`config.mk`:
```
export PLATFORM = sky130hd
export DESIGN_NAME = udp_flow_priority_classifier_top
export DESIGN_NICKNAME = d
export VERILOG_FILES = /design/src/hw/rtl/ufpc_pkg.sv /design/src/hw/rtl/ufpc_front.sv /design/src/hw/rtl/ufpc_queue.sv /design/src/hw/rtl/ufpc_back.sv /design/src/hw/rtl/udp_flow_priority_classifier_top.sv
export SDC_FILE = /design/constraint.sdc
export NUM_CORES = 1
export LEC_CHECK = 0
export BUFFER_PORTS_ARGS = -buffer_cell sky130_fd_sc_hd__buf_2
export CELL_PAD_IN_SITES_DETAIL_PLACEMENT = 0
export CELL_PAD_IN_SITES_GLOBAL_PLACEMENT = 1
export CORE_ASPECT_RATIO = 0.6
export CORE_UTILIZATION = 30
export CTS_CLUSTER_SIZE = 14
export DETAILED_ROUTE_END_ITERATION = 7
export GPL_ROUTABILITY_DRIVEN = 0
export GPL_TIMING_DRIVEN = 0
export PLACE_DENSITY_LB_ADDON = 0.1
export SETUP_SLACK_MARGIN = 0.4
export SYNTH_ARGS = -nofsm -noshare
export SYNTH_HDL_FRONTEND = slang
export SYNTH_SLANG_ARGS = --single-unit
export TNS_END_PERCENT = 1
```
`constraint.sdc`:
```
create_clock -name clk_i -period 11.4 [get_ports clk_i]
set_input_delay 2.28 -clock clk_i [delete_from_list [all_inputs] [get_ports clk_i]]
set_output_delay 2.28 -clock clk_i [all_outputs]
set_load 0.05 [all_outputs]
```
`src/hw/rtl/ufpc_pkg.sv`:
```
// ----------------------------------------------------------------------------
// ufpc_pkg
// Shared constants and types for the flow priority classifier: table size,
// frame offsets and the job record passed from the parser to the lookup side.
// ----------------------------------------------------------------------------
package ufpc_pkg;

  localparam int TABLE_ENTRIES  = 8;
  localparam int LINK_HDR_BYTES = 14;
  localparam int IP_ADDR_OFFSET = 16;
  localparam int POS_W          = 7;
  localparam int POS_MAX        = 127;
  localparam int CMP_W          = 7;

  localparam int QUEUE_DEPTH = 4;
  localparam int QUEUE_PTR_W = $clog2(QUEUE_DEPTH);
  localparam int QUEUE_CNT_W = $clog2(QUEUE_DEPTH + 1);

  localparam logic MODE_BYTE  = 1'b0;
  localparam logic MODE_WRITE = 1'b1;

  typedef enum logic {
    JOB_WRITE,
    JOB_LOOKUP
  } job_kind_e;

  typedef struct packed {
    job_kind_e   kind;
    logic        too_short;
    logic [2:0]  index;
    logic [31:0] addr;
    logic [15:0] port;
    logic [7:0]  prio;
  } job_t;

endpackage

```
`src/hw/rtl/ufpc_front.sv`:
```
// ----------------------------------------------------------------------------
// ufpc_front
// Frame parser: tracks the byte position, captures destination address and
// port, and issues a lookup job on the last byte or a write job per table item.
// ----------------------------------------------------------------------------
module ufpc_front (
  input  logic          clk_i,
  input  logic          rst_ni,
  input  logic          accept_i,
  input  logic          mode_i,
  input  logic [7:0]    packet_byte_i,
  input  logic          last_byte_i,
  input  logic [2:0]    entry_index_i,
  input  logic [31:0]   entry_ip_i,
  input  logic [15:0]   entry_port_i,
  input  logic [7:0]    entry_priority_i,
  output logic          push_o,
  output ufpc_pkg::job_t job_o
);
  import ufpc_pkg::*;

  logic [POS_W-1:0] pos_q, pos_d;
  logic [3:0]       hw_q, hw_d;
  logic [31:0]      addr_q, addr_d;
  logic [15:0]      port_q, port_d;
  logic [1:0]       seen_q, seen_d;

  logic [POS_W-1:0] off;
  logic             in_ip;
  logic [CMP_W-1:0] port_off;
  logic [CMP_W-1:0] port_off_lo;
  logic             is_byte;

  assign is_byte = accept_i && (mode_i == MODE_BYTE);

  always_comb begin
    off         = pos_q - POS_W'(LINK_HDR_BYTES);
    in_ip       = pos_q >= POS_W'(LINK_HDR_BYTES);
    hw_d        = hw_q;
    addr_d      = addr_q;
    port_d      = port_q;
    seen_d      = seen_q;
    if (in_ip && off == '0) begin
      hw_d = packet_byte_i[3:0];
    end
    if (in_ip && off >= POS_W'(IP_ADDR_OFFSET) && off < POS_W'(IP_ADDR_OFFSET + 4)) begin
      addr_d = {addr_q[23:0], packet_byte_i};
      if (off == POS_W'(IP_ADDR_OFFSET + 3)) begin
        seen_d[0] = 1'b1;
      end
    end
    // port word sits at header length in words times four, plus two
    port_off    = CMP_W'({hw_d, 2'b10});
    port_off_lo = port_off + CMP_W'(1);
    if (in_ip && off == port_off) begin
      port_d = {packet_byte_i, port_q[7:0]};
    end else if (in_ip && off == port_off_lo) begin
      port_d    = {port_q[15:8], packet_byte_i};
      seen_d[1] = 1'b1;
    end
    pos_d = (pos_q == POS_W'(POS_MAX)) ? pos_q : pos_q + POS_W'(1);
  end

  always_ff @(posedge clk_i or negedge rst_ni) begin
    if (!rst_ni) begin
      pos_q  <= '0;
      hw_q   <= '0;
      addr_q <= '0;
      port_q <= '0;
      seen_q <= '0;
    end else if (is_byte) begin
      if (last_byte_i) begin
        pos_q  <= '0;
        hw_q   <= '0;
        addr_q <= '0;
        port_q <= '0;
        seen_q <= '0;
      end else begin
        pos_q  <= pos_d;
        hw_q   <= hw_d;
        addr_q <= addr_d;
        port_q <= port_d;
        seen_q <= seen_d;
      end
    end
  end

  always_comb begin
    push_o = accept_i && ((mode_i == MODE_WRITE) || last_byte_i);
    job_o  = '0;
    if (mode_i == MODE_WRITE) begin
      job_o.kind  = JOB_WRITE;
      job_o.index = entry_index_i;
      job_o.addr  = entry_ip_i;
      job_o.port  = entry_port_i;
      job_o.prio  = entry_priority_i;
    end else begin
      job_o.kind      = JOB_LOOKUP;
      job_o.too_short = (seen_d != 2'b11);
      job_o.addr      = addr_d;
      job_o.port      = port_d;
    end
  end

endmodule

```
`src/hw/rtl/ufpc_queue.sv`:
```
// ----------------------------------------------------------------------------
// ufpc_queue
// Short job queue between the parser and the lookup side; full is decoded
// from the registered occupancy count, so the input stall does not depend on push_i.
// ----------------------------------------------------------------------------
module ufpc_queue (
  input  logic           clk_i,
  input  logic           rst_ni,
  input  logic           push_i,
  input  ufpc_pkg::job_t push_job_i,
  output logic           full_o,
  output logic           valid_o,
  output ufpc_pkg::job_t job_o,
  input  logic           pop_i
);
  import ufpc_pkg::*;

  job_t                   mem_q [QUEUE_DEPTH];
  logic [QUEUE_PTR_W-1:0] wr_ptr_q, rd_ptr_q;
  logic [QUEUE_CNT_W-1:0] count_q;
  logic                   do_push, do_pop;

  assign do_push = push_i && !full_o;
  assign do_pop  = pop_i && valid_o;
  assign full_o  = (count_q == QUEUE_CNT_W'(QUEUE_DEPTH));
  assign valid_o = (count_q != '0);
  assign job_o   = mem_q[rd_ptr_q];

  always_ff @(posedge clk_i) begin
    if (do_push) begin
      mem_q[wr_ptr_q] <= push_job_i;
    end
  end

  always_ff @(posedge clk_i or negedge rst_ni) begin
    if (!rst_ni) begin
      wr_ptr_q <= '0;
      rd_ptr_q <= '0;
      count_q  <= '0;
    end else begin
      if (do_push) begin
        wr_ptr_q <= (wr_ptr_q == QUEUE_PTR_W'(QUEUE_DEPTH - 1)) ? '0
                                                                : wr_ptr_q + QUEUE_PTR_W'(1);
      end
      if (do_pop) begin
        rd_ptr_q <= (rd_ptr_q == QUEUE_PTR_W'(QUEUE_DEPTH - 1)) ? '0
                                                                : rd_ptr_q + QUEUE_PTR_W'(1);
      end
      if (do_push && !do_pop) begin
        count_q <= count_q + QUEUE_CNT_W'(1);
      end else if (do_pop && !do_push) begin
        count_q <= count_q - QUEUE_CNT_W'(1);
      end
    end
  end

endmodule

```
`src/hw/rtl/ufpc_back.sv`:
```
// ----------------------------------------------------------------------------
// ufpc_back
// Lookup side: holds the priority table, applies write jobs and matches
// lookup jobs against all entries, first entry wins, into the output register.
// ----------------------------------------------------------------------------
module ufpc_back (
  input  logic           clk_i,
  input  logic           rst_ni,
  input  logic           job_valid_i,
  input  ufpc_pkg::job_t job_i,
  output logic           pop_o,
  output logic           out_valid_o,
  input  logic           out_stall_i,
  output logic [7:0]     priority_tag_o,
  output logic           matched_o,
  output logic           too_short_o
);
  import ufpc_pkg::*;

  logic [31:0] tbl_addr_q [TABLE_ENTRIES];
  logic [15:0] tbl_port_q [TABLE_ENTRIES];
  logic [7:0]  tbl_prio_q [TABLE_ENTRIES];

  logic        out_valid_q;
  logic [7:0]  tag_q, tag_d;
  logic        matched_q, matched_d;
  logic        short_q;
  logic        out_free;
  logic        is_write;

  assign out_free = !out_valid_q || !out_stall_i;
  assign is_write = (job_i.kind == JOB_WRITE);
  assign pop_o    = job_valid_i && (is_write || out_free);

  // scan from the top so the lowest matching slot ends up selected
  always_comb begin
    tag_d     = '0;
    matched_d = 1'b0;
    for (int i = TABLE_ENTRIES - 1; i >= 0; i--) begin
      if (tbl_addr_q[i] == job_i.addr && tbl_port_q[i] == job_i.port) begin
        tag_d     = tbl_prio_q[i];
        matched_d = 1'b1;
      end
    end
    if (job_i.too_short) begin
      tag_d     = '0;
      matched_d = 1'b0;
    end
  end

  always_ff @(posedge clk_i or negedge rst_ni) begin
    if (!rst_ni) begin
      for (int i = 0; i < TABLE_ENTRIES; i++) begin
        tbl_addr_q[i] <= '0;
        tbl_port_q[i] <= '0;
        tbl_prio_q[i] <= '0;
      end
    end else if (pop_o && is_write) begin
      for (int i = 0; i < TABLE_ENTRIES; i++) begin
        if (CMP_W'(job_i.index) == CMP_W'(i)) begin
          tbl_addr_q[i] <= job_i.addr;
          tbl_port_q[i] <= job_i.port;
          tbl_prio_q[i] <= job_i.prio;
        end
      end
    end
  end

  always_ff @(posedge clk_i or negedge rst_ni) begin
    if (!rst_ni) begin
      out_valid_q <= 1'b0;
    end else if (out_free) begin
      out_valid_q <= pop_o && !is_write;
    end
  end

  always_ff @(posedge clk_i) begin
    if (out_free && pop_o && !is_write) begin
      tag_q     <= tag_d;
      matched_q <= matched_d;
      short_q   <= job_i.too_short;
    end
  end

  assign out_valid_o    = out_valid_q;
  assign priority_tag_o = tag_q;
  assign matched_o      = matched_q;
  assign too_short_o    = short_q;

endmodule

```
`src/hw/rtl/udp_flow_priority_classifier_top.sv`:
```
// ----------------------------------------------------------------------------
// udp_flow_priority_classifier_top
// Byte-serial frame classifier: matches destination address and port of each
// frame against an eight-entry priority table.
// ----------------------------------------------------------------------------
// Usage:
//   input channel (in_valid_i / in_stall_o) carries either a frame byte
//   (mode_i = 0, last_byte_i marks the end of frame) or a table write
//   (mode_i = 1, entry_* fields). one transaction per cycle is taken while
//   the job queue has room.
//   output channel (out_valid_o / out_stall_i) gives one transaction per
//   frame: priority_tag_o, matched_o and too_short_o.
//   result path: the accepting edge writes the lookup into the job queue;
//   the parallel table compare is then registered into the output once
//   the output register is free to take it.
//   throughput: one input transaction per cycle while the queue has room;
//   the four-entry queue sets how long input flows once the receiver stalls.
//   when the receiver stalls, lookups wait in the queue; table writes keep
//   draining behind nothing but earlier lookups, so order is preserved.
//   reset clears the table to zero, the parser state and the queue.
// ----------------------------------------------------------------------------
module udp_flow_priority_classifier_top (
  input  logic        clk_i,
  input  logic        rst_ni,
  input  logic        in_valid_i,
  output logic        in_stall_o,
  input  logic        mode_i,
  input  logic [7:0]  packet_byte_i,
  input  logic        last_byte_i,
  input  logic [2:0]  entry_index_i,
  input  logic [31:0] entry_ip_i,
  input  logic [15:0] entry_port_i,
  input  logic [7:0]  entry_priority_i,
  output logic        out_valid_o,
  input  logic        out_stall_i,
  output logic [7:0]  priority_tag_o,
  output logic        matched_o,
  output logic        too_short_o
);
  import ufpc_pkg::*;

  logic accept;
  logic push;
  job_t push_job;
  logic q_full;
  logic q_valid;
  job_t q_job;
  logic q_pop;

  assign in_stall_o = q_full;
  assign accept     = in_valid_i && !in_stall_o;

  ufpc_front u_front (
    .clk_i            (clk_i),
    .rst_ni           (rst_ni),
    .accept_i         (accept),
    .mode_i           (mode_i),
    .packet_byte_i    (packet_byte_i),
    .last_byte_i      (last_byte_i),
    .entry_index_i    (entry_index_i),
    .entry_ip_i       (entry_ip_i),
    .entry_port_i     (entry_port_i),
    .entry_priority_i (entry_priority_i),
    .push_o           (push),
    .job_o            (push_job)
  );

  ufpc_queue u_queue (
    .clk_i      (clk_i),
    .rst_ni     (rst_ni),
    .push_i     (push),
    .push_job_i (push_job),
    .full_o     (q_full),
    .valid_o    (q_valid),
    .job_o      (q_job),
    .pop_i      (q_pop)
  );

  ufpc_back u_back (
    .clk_i          (clk_i),
    .rst_ni         (rst_ni),
    .job_valid_i    (q_valid),
    .job_i          (q_job),
    .pop_o          (q_pop),
    .out_valid_o    (out_valid_o),
    .out_stall_i    (out_stall_i),
    .priority_tag_o (priority_tag_o),
    .matched_o      (matched_o),
    .too_short_o    (too_short_o)
  );

endmodule

```
**Yosys cells after proc, flatten, opt, wreduce, memory -nomap -nowiden**

Memories as Yosys holds them, arrays and structs flattened.
Cells that the tools add are included.
W data, S select, Z words.

- Bits of input ports: 73
- Memories: 1
- Memory bits (writable): 244
- Bits in read-only memories: 0
- Bits in latches: 0
- Flip-flop bits (word level): 527
- Logic and storage cells: 168
- Output and inout bits: 12

Memory list:

| memory | words | width | rd ports | clocked after memory_dff | write ports | RTL line | RTL |
|---|---|---|---|---|---|---|---|
| u_queue.mem_q | 4 | 61 | 1 | 0 | 1 | ufpc_queue.sv:18 | `job_t mem_q [QUEUE_DEPTH];` |

- Divide/modulo/power cells: 0
- Muxes and demuxes: 41
- Shift operators: 0
- Bitwise operators: 2
- $mul: 0
- $add $sub $neg: 7
- Equality and inequality tests: 32
- Reduce and logical (&&, ||, !) cells: 46
- $lt $le $gt $ge: 3

Operators by type and width:

| cell | number |
|---|---|
| $eq A32 B32 Y1 | 8 |
| $eq A16 B16 Y1 | 8 |
| $mux W8 | 10 |
| $mux W32 | 2 |
| $mux W48 | 1 |
| $mux W16 | 2 |
| $logic_and A1 B1 Y1 | 25 |
| $reduce_and A2 Y1 | 9 |
| $mux W1 | 16 |
| $eq A3 B3 Y1 const B | 5 |
| $mux W7 | 2 |
| $mux W3 | 3 |
| $mux W4 | 2 |
| $add A6 B1 Y7 const B | 1 |
| $add A7 B1 Y7 const B | 1 |
| $eq A7 B5 Y1 const B | 1 |
| $eq A7 B6 Y1 | 1 |
| $eq A7 B7 Y1 | 1 |
| $eq A7 B7 Y1 const B | 1 |
| $ge A7 B4 Y1 const B | 1 |
| $ge A7 B5 Y1 const B | 1 |
| $logic_not A7 Y1 | 1 |
| $lt A7 B5 Y1 const B | 1 |
| $sub A7 B4 Y7 const B | 1 |
| 14 further kinds | 27 |

**Logic depth before layout (Yosys ltp)**

Gate-level depths: netlist of run 1.

- Depth in word-level cells: 11
- Mapped depth: 14

**Cells and area by module**

From an unflattened synthesis of run 1, not the netlist that was laid out.

- Cell total of the unflattened synthesis: 2547
- Area total of the unflattened synthesis: 36099.6 µm²

Modules (own cells, without submodules):

| module | sequential area each (µm²) | area each (µm²) | instances | cells an instance |
|---|---|---|---|---|
| ufpc_back | 11536.1 | 22507.8 | 1 | 1712 |
| ufpc_queue | 7502.2 | 9328.9 | 1 | 356 |
| ufpc_front | 1526.5 | 4249.1 | 1 | 478 |
| udp_flow_priority_classifier_top | 0.0 | 13.8 | 1 | 1 |

**Worst setup path after synthesis of run 1**

Ideal clock, no wire load.

- Path type: input -> register
- Start: in packet_byte_i[3]
- End: mem u_queue.mem_q[0][22] (netlist bit) (data pin)
- Stages: 8
- Required time: 11.120 ns
- Setup time: 0.280 ns
- Slack: 6.739 ns
- Arrival time: 4.382 ns
- Buffers on the path: 2
- Path through: clkbuf_1 -> mux2i_2 -> xnor2_1 -> or4_4 -> a2111oi_4 -> buf_6 -> mux2i_1 -> o21ai_1

RTL lines:

| item | RTL line | RTL |
|---|---|---|
| start, declared | udp_flow_priority_classifier_top.sv:28 | `input logic [7:0] packet_byte_i,` |
| end, declared | ufpc_queue.sv:18 |  |

**Worst setup path in the final report of run 1**

- Start: reg u_queue.rd_ptr_q[1]
- End: reg u_back.tag_q[6] (netlist: u_back.priority_tag_o[6]) (data pin)

- Cells in the longest elaborated chain, start to end: 11
- Elaborated cells between the ends (all ways): 33
- Classes of those cells: eq/ne: 16; mux: 8; reduce/logical: 8; memory: 1

Ends and longest elaborated chain:

| item | RTL line | RTL |
|---|---|---|
| start, declared | ufpc_queue.sv:19 | `logic [QUEUE_PTR_W-1:0] wr_ptr_q, rd_ptr_q;` |
| start signal, assigned | ufpc_queue.sv:46 | `rd_ptr_q <= (rd_ptr_q == QUEUE_PTR_W'(QUEUE_DEPTH - 1)) ? '0` |
| $mem_v2 Z4 W61 (*) | -- |  |
| $eq A32 B32 Y1 / $eq A16 B16 Y1 (equally long branches) | ufpc_back.sv:40 | `if (tbl_addr_q[i] == job_i.addr && tbl_port_q[i] == job_i.port) begin` |
| $logic_and A1 B1 Y1 | ufpc_back.sv:40 |  |
| $mux W8 (8 in series) | ufpc_back.sv:40 |  |
| end signal, assigned | ufpc_back.sv:79 | `tag_q <= tag_d;` |
| end, declared | ufpc_back.sv:25 | `logic [7:0] tag_q, tag_d;` |

Mark *: on every way between the ends. The rest lies on a longest branch, timed or not.
A chain may end at the register's enable or synchronous reset.

==> metrics.sh, run 1 <==
CRITICAL_PATH.MOST_COMMON_CELL='sky130_fd_sc_hd__buf_2'
CRITPATHMAXFANOUT=10
NETLIST_INSTANCES=3038
FINAL_COMMON_CELL='sky130_fd_sc_hd__dfrtp_1'
CTS_NUM_SINKS=771
COREAREA_UM2=117000
CTS.REPORTEDPATHS.CLKPINSLEW_NS=0.06
PLACE.DETAILED.INSTANCES=4741
DETAIL-ROUTE-ANTENNA-NETS=0
CAP_VIOL_MAX_COUNT=0
REG2REG_SLACK_NS=5.18
GLOBALROUTEOVERFLOWTOTAL=0
CTS_SETUP_BUFFERS=0
AVGSYNTHCELLAREA_UM2=11.8
CTS_RESIZED=0
FIRST_GLOBAL_VIAS=25300
YOSYSSEQAREASHARE=0.575
STD_CELL_ROWS=97
FLOW.AREA_GROWTH_FROM_SYNTHESIS_PCT=16.0
SETUP_TNS_NS=0
TIGHTESTPINTRANSITION_NS=1.42
IO_BUFFER_COUNT=80
DESIGN.FINAL.NETS=3325
YOSYS_WARNINGS=0
CRITICAL_PATH_REQUIRED_NS=11.87
FIN_HOLD_WS_NS=0.491
WORST_SETUP_PATH_START_KIND='flop'
GRT_ANTENNA_BEFORE_REPAIR=10
CLOCK-SKEW-FINAL_NS=0.0310
AREA_OF_ALL_SEQUENTIAL_STANDARD_CELLS_UM2=20600
CRIT_SLOWEST_CELL='sky130_fd_sc_hd__clkbuf_1'
DRT-INITIAL-DRC-COUNT=2942
MINIMUM_SETUP_SLACK_AFTER_PLACEMENT_NS=5.37
LARGEST_CELLS_BY_AREA_AFTER_SYNTHESIS='sky130_fd_sc_hd__dfrtp_1 (36%), sky130_fd_sc_hd__edfxtp_1 (21%), sky130_fd_sc_hd__xnor2_1 (7.8%)'
FLOORPLAN.INITIALDENSITY=0.305
FINALCRITICALPERIOD_NS=6.22
STDCELL_AREA_UM2=41500
HOLD_VIOL_FINAL=0
DIEWIDTH_UM=448
MULTIINPUTGATEAREA_UM2=14200
DRC=0
WORSTHOLDPATHTYPE='flop to flop'
CLOCKROOTBUFFER='sky130_fd_sc_hd__clkbuf_16'
NUMBER_OF_PINS_EXCEEDING_THEIR_MAX_SLEW_LIMIT_IN_THE_FINAL_REPORT=0
CTSLONGESTPATHBUFFERS=3
UTILIZATION=0.353
WORST-ENDPOINT-ARRIVAL_NS=6.70
POWERDENSITY_nW_PER_UM2=336
NUM_VIAS=26000
ASYNC_RESET_FF_FRAC=0.671
SETUP.WORST_PATH.CLASS='flop to flop'
CRIT_PATH_MAX_INCR_DELAY_NS=1.04
SYN_NETS=3123
SETUP_VIOL=0
UNREPAIRED_SETUP_ENDPOINTS_AFTER_GLOBAL_ROUTING='no'
SYNTH_TOP_CELL_BY_AREA='sky130_fd_sc_hd__dfrtp_1'
CRITICAL_PATH.CELL_CHAIN='buf_2, clkbuf_1, mux4_2, buf_2, xnor2_1, nand4_1, nor4_1, o2111ai_1, nor3_4, a221oi_2, o31a_1, a2111oi_2'
SYNTH-SEQ-CELLS=771
DIE_AREA_UM2=121000
NFILLCELLS=11700
SLEW_HEADROOM=0.0509
IOPINCOUNT=85
DRIVE_ABOVE_1_SHARE=0.158
ACHIEVABLE-FREQUENCY_GHz=0.161
TIMING.CRITICAL_PATH.TO_TYPE='flop'
LAYOUT_SETUP_WS_NS=5.18
NETLIST-CELL-TYPE-COUNT=66
DRT-TOTAL-WL_UM=151000
DRT-WIRELENGTH-PER-CELL_UM=30.8
INSERTION_DELAY_NS=0.69
CTS-HOLD-FIX-BUFFERS=0
SYNTHESIS.AREA_UM2=35700
TOTAL_GRT_USAGE=0.250
POWER.TOTAL_mW=13.9
CTS_BUFFER_COUNT=80
PLACE.DETAILED.HPWL_UM=114000
GRT_START_MAX_NET_PINS=114
SYNTH_ENABLE_FLOP_CELLS=254
POWER.IR.VDD_WORST_mV=0.135
SYNTH.TOP_CELL.AREA_SHARE=0.362
YS_DOMINANT_REG_CELL='sky130_fd_sc_hd__dfrtp_1'
STATUS='complete, no violations'
CELLLEAKAGEPOWER_nW=16.2
POSTPLACECELLAREA_UM2=38700
WIRE_LENGTH_OF_THE_FIRST_GLOBAL_ROUTING_PASS_UM=207000
POST-ROUTE-PERIOD-UTIL=0.546
VIAS_PER_CELL=5.30
CTS_MAX_LEVEL=3
DIE_HEIGHT_UM=269
LAYOUT.CELLS.NON_FILLER=4898
DR_PASS1_ITERATIONS=5
MOST-COMMON-LAYOUT-CELLS='sky130_fd_sc_hd__dfrtp_1 (517), sky130_fd_sc_hd__nand2_1 (499), sky130_fd_sc_hd__o21ai_0 (440)'
CTS_TREE='yes'
-- metal layers --
layer  vias to the layer above  GRT usage  part of all wire
met5                         -     0.0310            0.0035
met4                         8     0.0422             0.015
met1                     13600      0.395              0.50
li1                      11200          -                 -
met2                      1054      0.299              0.36
met3                       141      0.113              0.13
-- Yosys cell counts (7+ instances only) --
library cell	count
sky130_fd_sc_hd__inv_1	24
sky130_fd_sc_hd__clkbuf_1	132
sky130_fd_sc_hd__ha_1	11
sky130_fd_sc_hd__buf_1	13
sky130_fd_sc_hd__nand2_1	499
sky130_fd_sc_hd__edfxtp_1	254
sky130_fd_sc_hd__xnor2_1	320
sky130_fd_sc_hd__o21ai_0	470
sky130_fd_sc_hd__mux4_2	61
sky130_fd_sc_hd__dfrtp_1	517
sky130_fd_sc_hd__mux2i_1	105
sky130_fd_sc_hd__nand3_1	12
sky130_fd_sc_hd__a22o_1	37
sky130_fd_sc_hd__xor2_1	70
sky130_fd_sc_hd__o21ai_1	20
sky130_fd_sc_hd__nand4_1	82
sky130_fd_sc_hd__and2_1	19
sky130_fd_sc_hd__nor4_1	36
sky130_fd_sc_hd__nor3_1	14
sky130_fd_sc_hd__buf_2	53
sky130_fd_sc_hd__mux2_2	117
sky130_fd_sc_hd__a32o_1	16
sky130_fd_sc_hd__o21a_1	7
sky130_fd_sc_hd__nor2_1	27
sky130_fd_sc_hd__a21oi_1	25
-- report_power, final --
group / internal, mW / leakage (nW) / switching, mW
Clock: 1.59 / 1.33 / 1.19
Combinational: 2.10 / 5.99 / 4.67
Sequential: 3.80 / 8.92 / 0.572
Total: 7.49 / 16.2 / 6.43
-- cells by family after synthesis --
family,share of synthesized area
xor+xnor,0.0965
fa+ha+maj,0.00441
flops,0.575
buf+inv,0.0295
compound gates,0.100
mux,0.105
simple gates,0.0889
-- final timing paths --
| path | endpoint | start | depth (start not counted) |
|---|---|---|---|
| max | u_back.priority_tag_o[6] | u_queue.rd_ptr_q[1] | 12 |
| min | u_front.port_q[8] | u_front.port_q[8] | 1 |
| max reg2reg | u_back.priority_tag_o[6] | u_queue.rd_ptr_q[1] | 12 |
| min reg2reg | u_front.port_q[8] | u_front.port_q[8] | 1 |
| max in group asynchronous | u_back.tbl_port_q[98] | rst_ni | 3 |
| min in group asynchronous | u_back.out_valid_o | rst_ni | 1 |
-- final cells by class --
class | count | area share
Antenna cell | 7 | 0.000422
Buffer | 213 | 0.0233
Clock buffer | 119 | 0.0575
Clock inverter | 30 | 0.00730
Inverter | 24 | 0.00217
Multi-Input combinational cell | 2030 | 0.342
Sequential cell | 771 | 0.496
Tap cell | 1584 | 0.0478
Timing Repair Buffer | 120 | 0.0236
-- worst max-delay path: cells and delay by family, from the launching register on --
family                 cells  cell delay [ns]
flip-flops                 1             0.35
multiplexers               1             0.45
AND/OR/NAND/NOR            3             1.51
XOR/XNOR                   1             0.71
AO/OA/AOI/OAI              4             1.53
buffers and inverters      3             1.43
-- sequential cells by signal, summed over array words and instances (netlist names), 3 cells and up --
signal,count
u_front.port_q,16
u_queue.count_q,3
u_back.tbl_addr_q,256
u_queue.mem_q,244
u_back.tbl_prio_q,64
u_front.addr_q,32
u_back.tbl_port_q,128
u_front.hw_q,4
u_front.pos_q,7
u_back.priority_tag_o,8
Note: power is estimated with default switching activity, not from simulation.
==> run 2, diff against run 1 <==
Clock period 11.4 ns to 5.9 ns, I/O delays scaled along.
==> run 2 against run 1 <==
Compared with the run above:
- critical path type unchanged
- sequential cell count unchanged
- clock skew grew 0.0016 ns
- first-iteration DRC count fell by 1.3%
- maximum frequency is 13% higher
- cell area grew 0.11%
- worst hold slack got worse by 0.00078 ns
- die area unchanged
- setup slack worse by 4.8 ns
- global-route usage about the same
- highest routed layer unchanged
- via count rose by 0.12%
==> metrics.sh, run 2 (synthesized netlist as in run 1, its figures left out) <==
FLOORPLAN.INITIALDENSITY=0.305  # unchanged
NFILLCELLS=11700  # +0.0085%
FIRST_GLOBAL_VIAS=25300  # +0.028%
WORSTHOLDPATHTYPE='flop to flop'
CTS_NUM_SINKS=771  # unchanged
FLOW.AREA_GROWTH_FROM_SYNTHESIS_PCT=16.2
VIAS_PER_CELL=5.31  # +0.20%
WORST-ENDPOINT-ARRIVAL_NS=5.99  # -0.71 ns
SLEW_HEADROOM=0.0385  # -0.0124
MOST-COMMON-LAYOUT-CELLS='sky130_fd_sc_hd__dfrtp_1 (517), sky130_fd_sc_hd__nand2_1 (499), sky130_fd_sc_hd__o21ai_0 (440)'
POWER.IR.VDD_WORST_mV=0.260  # +92%
TIMING.CRITICAL_PATH.TO_TYPE='flop'
DRC=0  # unchanged
UNREPAIRED_SETUP_ENDPOINTS_AFTER_GLOBAL_ROUTING='yes'
MAX_REG_FLOPS=256  # unchanged
WORST_SETUP_PATH_START_KIND='flop'
CTS_MAX_LEVEL=3  # unchanged
CTS_TREE='yes'
CTS_SETUP_BUFFERS=0  # unchanged
CTSLONGESTPATHBUFFERS=3  # unchanged
SETUP.WORST_PATH.CLASS='flop to flop'
DESIGN.FINAL.NETS=3323  # -0.060%
CLOCK-SKEW-FINAL_NS=0.0326  # +0.00160 ns
POSTPLACECELLAREA_UM2=38700  # unchanged
CELLLEAKAGEPOWER_nW=16.3  # +0.27%
CRITICAL_PATH_REQUIRED_NS=6.37  # -5.50 ns
IO_BUFFER_COUNT=80  # unchanged
STD_CELL_ROWS=97  # unchanged
LAYOUT.CELLS.NON_FILLER=4894  # -0.082%
DIE_AREA_UM2=121000  # unchanged
COREAREA_UM2=117000  # unchanged
NUMBER_OF_PINS_EXCEEDING_THEIR_MAX_SLEW_LIMIT_IN_THE_FINAL_REPORT=0  # unchanged
STATUS='complete, no violations'
GRT_START_MAX_NET_PINS=114  # unchanged
TIGHTESTPINTRANSITION_NS=1.44  # +0.0187 ns
STDCELL_AREA_UM2=41500  # +0.11%
DETAIL-ROUTE-ANTENNA-NETS=0  # unchanged
NUM_VIAS=26000  # +0.12%
DRIVE_ABOVE_1_SHARE=0.162  # +0.00403
GLOBALROUTEOVERFLOWTOTAL=0  # unchanged
CAP_VIOL_MAX_COUNT=0  # unchanged
REGISTER_WITH_THE_HIGHEST_FLOP_COUNT='u_back.tbl_addr_q'
CTS_BUFFER_COUNT=80  # unchanged
TOP_REGS='u_back.tbl_addr_q x256, u_queue.mem_q x244, u_back.tbl_port_q x128'
FINAL_COMMON_CELL='sky130_fd_sc_hd__dfrtp_1'
DRT-WIRELENGTH-PER-CELL_UM=30.8  # about the same
DRT-INITIAL-DRC-COUNT=2905  # -1.3%
ACHIEVABLE-FREQUENCY_GHz=0.181  # +13%
DIE_HEIGHT_UM=269  # unchanged
GRT_ANTENNA_BEFORE_REPAIR=11  # +1
POST-ROUTE-PERIOD-UTIL=0.934  # +0.388
WIRE_LENGTH_OF_THE_FIRST_GLOBAL_ROUTING_PASS_UM=207000  # about the same
CTS.REPORTEDPATHS.CLKPINSLEW_NS=0.06  # about the same
POWER.TOTAL_mW=26.9  # +93%
CRITPATHMAXFANOUT=10  # unchanged
DR_PASS1_ITERATIONS=6  # +1
FINALCRITICALPERIOD_NS=5.51  # -0.712 ns
INSERTION_DELAY_NS=0.69  # about the same
CLOCKROOTBUFFER='sky130_fd_sc_hd__clkbuf_16'
SETUP_VIOL=0  # unchanged
HOLD_VIOL_FINAL=0  # unchanged
FIN_HOLD_WS_NS=0.490  # -0.000780 ns
TOTAL_GRT_USAGE=0.250  # -0.000303
PLACE.DETAILED.INSTANCES=4741  # unchanged
POWERDENSITY_nW_PER_UM2=648  # +93%
DRT-TOTAL-WL_UM=151000  # -0.18%
IOPINCOUNT=85  # unchanged
DIEWIDTH_UM=448  # unchanged
PLACE.DETAILED.HPWL_UM=114000  # unchanged
run 2: cell count changes in the layout (fill, tap and decap cells not counted), sizes merged:
cell / before / now
diode: 7 / 5
buf: 199 / 197
run 2: worst max-delay path, cell delays in order, from the launching register on:
cell                        delay (ns)
sky130_fd_sc_hd__dfrtp_1          0.36
sky130_fd_sc_hd__buf_6            0.12
sky130_fd_sc_hd__buf_4            0.32
sky130_fd_sc_hd__mux4_2           0.54
sky130_fd_sc_hd__buf_2            0.27
sky130_fd_sc_hd__xnor2_1          0.85
sky130_fd_sc_hd__nand4_1          0.60
sky130_fd_sc_hd__a21oi_1          0.29
sky130_fd_sc_hd__nand4_1          0.50
sky130_fd_sc_hd__nor3_4           0.51
sky130_fd_sc_hd__a221oi_2         0.14
sky130_fd_sc_hd__o31a_1           0.38
sky130_fd_sc_hd__a2111oi_2        0.35
run 2: path summary, 6_finish.rpt:
check                      slack (ns)                        to           startpoint  depth (start not counted)
setup / recovery                 0.39  u_back.priority_tag_o[6]  u_queue.rd_ptr_q[0]                         12
hold / removal                   0.49         u_front.port_q[8]    u_front.port_q[8]                          1
setup reg to reg                 0.39  u_back.priority_tag_o[6]  u_queue.rd_ptr_q[0]                         12
hold reg to reg                  0.49         u_front.port_q[8]    u_front.port_q[8]                          1
max in group asynchronous        3.60      u_back.tbl_port_q[6]               rst_ni                          3
min in group asynchronous        0.52        u_back.out_valid_o               rst_ni                          1
run 2: power breakdown:
group	switching (mW)	total [mW]	internal (mW)
clock network	2.31	5.37	3.06
registers	1.11	8.45	7.34
logic	8.99	13.1	4.08
run 2: what timing repair did:
item / 4_1_cts / 5_1_grt
hold buffers: 0 / 0
gates resized for setup: 6 / 8
setup endpoints to repair: 96 / 11
pin swaps: 0 / 0
run 2: final cells by class:
class                           count  area, um2  area share
Clock inverter                     30        303     0.00729
Timing Repair Buffer              119        963      0.0232
Sequential cell                   771      20600       0.495
Buffer                            212        967      0.0233
Tap cell                         1584       1980      0.0477
Multi-Input combinational cell   2030      14200       0.343
Antenna cell                        5       12.5    0.000301
Inverter                           24       90.1     0.00217
Clock buffer                      119       2380      0.0574
run 2: metrics by stage:
step                      utilization  setup TNS, ns  setup WS (ns)
final                           0.354              0          0.388
after global routing            0.354              0          0.372
after CTS                       0.353              0          0.465
after detailed placement        0.330         -0.295        -0.0771
after global placement          0.325       -4156.52          -8.20
after floorplan                     -              0           2.20
run 2: routing by layer:
layer / vias up / share of wire / track usage
li1: 11200 / - / -
met1: 13700 / 0.50 / 0.394
met2: 1000 / 0.36 / 0.299
met3: 140 / 0.12 / 0.113
met4: 8 / 0.015 / 0.0434
met5: - / 0.0035 / 0.0310
